$ cat src/sv/mrct_pkg.sv
// Shared types, codes and constants of the memory region classifier table.
`timescale 1ns / 1ps
package mrct_pkg;

  localparam int MRCT_TABLE_ENTRIES = 64;

  localparam int OP_W   = 2;
  localparam int CTX_W  = 8;
  localparam int CLS_W  = 2;
  localparam int ADDR_W = 64;

  // Operation codes
  localparam logic [OP_W-1:0] OP_INSERT = 2'd0;
  localparam logic [OP_W-1:0] OP_REMOVE = 2'd1;
  localparam logic [OP_W-1:0] OP_LOOKUP = 2'd2;

  // Region classes and the lookup miss code
  localparam logic [CLS_W-1:0] CLS_SHARED = 2'd0;
  localparam logic [CLS_W-1:0] CLS_DEVICE = 2'd1;
  localparam logic [CLS_W-1:0] CLS_HOST   = 2'd2;
  localparam logic [CLS_W-1:0] LOC_NONE   = 2'd3;
  localparam int               NUM_CLS    = 3;

  // One table row
  typedef struct packed {
    logic              vld;
    logic [CTX_W-1:0]  ctx;
    logic [CLS_W-1:0]  cls;
    logic [ADDR_W-1:0] base;
    logic [ADDR_W-1:0] lim;
  } row_t;

  // Controller to datapath
  typedef struct packed {
    logic cnt_clr;
    logic cnt_inc;
    logic mem_clr;
    logic mem_rd;
    logic latch;
    logic commit;
  } cmd_t;

  // Datapath to controller
  typedef struct packed {
    logic cnt_last;
    logic out_free;
  } sts_t;

endpackage

$ cat src/sv/mrct_ctrl.sv
// Controller: clearing pass after reset, then accept / scan / commit sequence.
`timescale 1ns / 1ps
module mrct_ctrl (
  input  logic           clk,
  input  logic           rst_n,
  input  logic           in_valid,
  output logic           in_ready,
  input  mrct_pkg::sts_t sts,
  output mrct_pkg::cmd_t cmd
);
  import mrct_pkg::*;

  localparam logic [2:0] S_CLEAR = 3'd0;
  localparam logic [2:0] S_IDLE  = 3'd1;
  localparam logic [2:0] S_SCAN  = 3'd2;
  localparam logic [2:0] S_TAIL  = 3'd3;
  localparam logic [2:0] S_DONE  = 3'd4;

  logic [2:0] state_r;
  logic [2:0] state_nxt;

  always_comb begin
    state_nxt = state_r;
    cmd       = '0;
    in_ready  = 1'b0;
    unique case (state_r)
      S_CLEAR: begin
        cmd.mem_clr = 1'b1;
        if (sts.cnt_last) begin
          cmd.cnt_clr = 1'b1;
          state_nxt   = S_IDLE;
        end else begin
          cmd.cnt_inc = 1'b1;
        end
      end
      S_IDLE: begin
        in_ready = 1'b1;
        if (in_valid) begin
          cmd.latch   = 1'b1;
          cmd.cnt_clr = 1'b1;
          state_nxt   = S_SCAN;
        end
      end
      S_SCAN: begin
        cmd.mem_rd = 1'b1;
        if (sts.cnt_last) begin
          cmd.cnt_clr = 1'b1;
          state_nxt   = S_TAIL;
        end else begin
          cmd.cnt_inc = 1'b1;
        end
      end
      S_TAIL: begin
        // last row comes back from the memory here
        state_nxt = S_DONE;
      end
      S_DONE: begin
        if (sts.out_free) begin
          cmd.commit = 1'b1;
          state_nxt  = S_IDLE;
        end
      end
      default: begin
        state_nxt = S_IDLE;
      end
    endcase
  end

  always_ff @(posedge clk) begin
    if (!rst_n) begin
      state_r <= S_CLEAR;
    end else begin
      state_r <= state_nxt;
    end
  end

endmodule

$ cat config.mk
export PLATFORM = sky130hd
export DESIGN_NAME = mrct_ctrl
export DESIGN_NICKNAME = d
export VERILOG_FILES = /design/src/sv/mrct_pkg.sv /design/src/sv/mrct_ctrl.sv
export SDC_FILE = /design/constraint.sdc
export NUM_CORES = 1
export LEC_CHECK = 0
export CAP_MARGIN = 10
export CORE_AREA = 2 2 39 41
export DETAILED_ROUTE_END_ITERATION = 8
export DIE_AREA = 0 0 41 43
export DONT_BUFFER_PORTS = 1
export PLACE_DENSITY_LB_ADDON = 0.3
export SYNTH_ARGS = -nofsm -noshare
export SYNTH_HDL_FRONTEND = slang
export SYNTH_SLANG_ARGS = --single-unit
$ cat constraint.sdc
create_clock -name clk -period 2.6 [get_ports clk]
set_clock_uncertainty 0.15 [all_clocks]
set_input_delay 0.26 -clock clk [delete_from_list [all_inputs] [get_ports clk]]
set_output_delay 0.26 -clock clk [all_outputs]
set_load 0.01 [all_outputs]
==> impl_metrics.env <==
export IMPL_critPathTopFamily="simple AND/OR/NAND/NOR gates"
export IMPL_synth_seq_area_share_pct=29.4
export IMPL_rsz0062_at_grt="no"
export IMPL_intPower_uw=115
export IMPL_cts_tree="yes"
export IMPL_maxSlewViolCount=0
export IMPL_boundaryPins=12
export IMPL_cts_buffer_depth=2
export IMPL_synth_top_area_share_pct=29.4
export IMPL_rrSetupSlack_ns=1.19
export IMPL_grt_ovfl_total=0
export IMPL_die_area_mm2=0.00176
export IMPL_hold_viol_final=0
export IMPL_clk_latency_ns=0.23
export IMPL_ys_warn_count=0
export IMPL_routed_wl_um=475
export IMPL_port_buffers=0
export IMPL_clock_fmax_ghz=0.552
export IMPL_min_period_ns=1.81
export IMPL_switchingPower_uw=40.6
export IMPL_vias_per_cell=4.63
export IMPL_largest_reg_flops=3
export IMPL_cp_cell_sequence="nor3b_1, and2_1"
export IMPL_antenna_left=0
export IMPL_grt_pass1_wl_um=786
export IMPL_synthTopCellsByArea="dfxtp_1, nor3b_1, nand3b_1"
export IMPL_top_regs="state_r x3"
export IMPL_crit_buf_inv=0
export IMPL_vias=190
export IMPL_mostFrequentLayoutCells="nor3b_1, clkbuf_4, dfxtp_1"
export IMPL_holdPathEnd="state_r[1]"
export IMPL_fin_nets=31
export IMPL_ys_ff_latch=3
export IMPL_die_w_um=41
export IMPL_hold_buffers=0
export IMPL_design_core_area_mm2=0.00138
export IMPL_drv_cap=0
export IMPL_diodes=0
export IMPL_antenna_found_initial=0
export IMPL_required_ns=2.19
export IMPL_cpPeakStageDelay_ns=0.49
export IMPL_initial_core_util_pct=14.7
export IMPL_power_leakage_uw=0.0000812
export IMPL_clockPowerShare_pct=53.4
export IMPL_worstPathArrival_ns=1.40
export IMPL_power_uw=156
export IMPL_status="completed"
export IMPL_root_buffer="clkbuf_4"
export IMPL_globalplace_congestion=0.649
export IMPL_critPathKind="reg -> out"
export IMPL_tns_ns=0
export IMPL_startpoint_type="flip-flop"
export IMPL_cts_buffers=3
export IMPL_track_usage_pct=7.52
export IMPL_worstRegToRegCells=2
export IMPL_crit_fanout=12
export IMPL_syn_nets=28
export IMPL_r2r_end="state_r[0]"
export IMPL_regMostFlops="state_r"
export IMPL_synthToLayoutAreaGrowth_pct=16.6
export IMPL_cts_htree_levels=1
export IMPL_pwr_share_comb_pct=11.7
export IMPL_pwr_density_cell_mw_per_mm2=654
export IMPL_sw_frac_of_total_pct=26.1
export IMPL_synthesis_instances=23
export IMPL_cts_resized_gates=0
export IMPL_syn_area_um2=204
export IMPL_hold_depth=2
export IMPL_maxSlewHeadroom_pct=71.4
export IMPL_rows=14
export IMPL_finalSetupViolCount=0
export IMPL_synth_distinct_cells=15
export IMPL_place_inst=37
export IMPL_cp_slowest_cell="dfxtp_1"
export IMPL_place_ws_ns=1.02
export IMPL_irDropWorstVdd_mv=0.0883
export IMPL_hp_start="rst_n"
export IMPL_setup_ws_ns=0.789
export IMPL_worstSetupEndpointType="output pin"
export IMPL_synth_area_per_cell_um2=8.87
export IMPL_first_pass_iters=4
export IMPL_min_path_type="in -> reg"
export IMPL_die_y_um=43
export IMPL_clock_sinks=3
export IMPL_first_global_vias=183
export IMPL_r2r_start="state_r[2]"
export IMPL_power_frac_seq_pct=34.9
export IMPL_wl_per_cell_um=11.6
export IMPL_synth_top_area_cell="dfxtp_1"
export IMPL_worstMarginPinSlew_ns=0.428
export IMPL_instances_no_fill=41
export IMPL_path_clk_slew_ns=0.04
export IMPL_drcViolationCount=0
export IMPL_cts_setup_buffers=0
export IMPL_drive_above_1_share_pct=20.0
export IMPL_post_route_period_util_pct=69.7
export IMPL_drt_iter0_markers=3
export IMPL_grt_max_degree=13
==> how the worst max path moves through the flow <==
stage,end,cells after the start,start,slack [ns]
finish,cmd[1],2,state_r[0],0.79
CTS,cmd[1],2,state_r[0],0.77
floorplan,cmd[1],3,state_r[0],1.11
detailed placement,cmd[1],2,state_r[0],1.02
global placement,cmd[1],2,state_r[0],1.02
global route,cmd[1],2,state_r[0],0.68
==> synthesized netlist by cell type <==
cell and number:
a21boi_1 1, a21oi_1 2, and2_1 1, and4bb_2 1, buf_2 1, buf_4 1
dfxtp_1 3, nand2b_1 2, nand3b_1 2, nor2b_1 1, nor3_1 2, nor3b_1 3
o311a_2 1, or2b_1 1, or4b_1 1
==> per-layer routing <==
metal  global-route usage [%]  part of all wire (%)  up-vias
met4                     12.0                   4.6        0
met1                     6.07                    29       89
li1                         -                     -       87
met3                     1.57                   1.1        6
met2                     10.9                    64        8
met5                        0                     0        -
==> worst register-to-register path, cell delays in order, from the launching register on <==
cell and delay, ns:
dfxtp_1 0.47, or4b_1 0.51, o311a_2 0.16
==> metrics by stage <==
| step | utilization (%) | area [µm²] | hold WS, ns |
|---|---|---|---|
| floorplan | - | 204 | 0.239 |
| global placement | 15.3 | 211 | 0.249 |
| detailed placement | 15.3 | 211 | 0.252 |
| CTS | 17.2 | 238 | 0.00272 |
| global route | 17.2 | 238 | 0.00868 |
| finish | 17.2 | 238 | 0.00966 |
==> cell families (layout without fill, tap and decap cells) <==
kind of cell | Yosys count | after routing | synth area share [%]
AO/OA/AOI/OAI | 4 | 4 | 14.1
flip-flops | 3 | 3 | 29.4
AND/OR/NAND/NOR | 14 | 14 | 50.3
buffers and inverters | 2 | 4 | 6.13
==> power by group through the flow <==
stage	clock network (µW)	logic, µW	registers (µW)
floorplan	0	20.4	51.3
CTS	86.2	18.5	54.3
global route	91.4	20.0	55.1
detailed placement	0	18.4	55.1
finish	83.1	18.2	54.3
global placement	0	18.5	54.6
==> final cells by class <==
cell class                 instances  area, µm²
tap                               16       20.0
clock buffer                       4       26.3
fill                             161       1150
multi-input combinational         18        131
sequential                         3       60.1
Power figures use the tool's default switching activity.
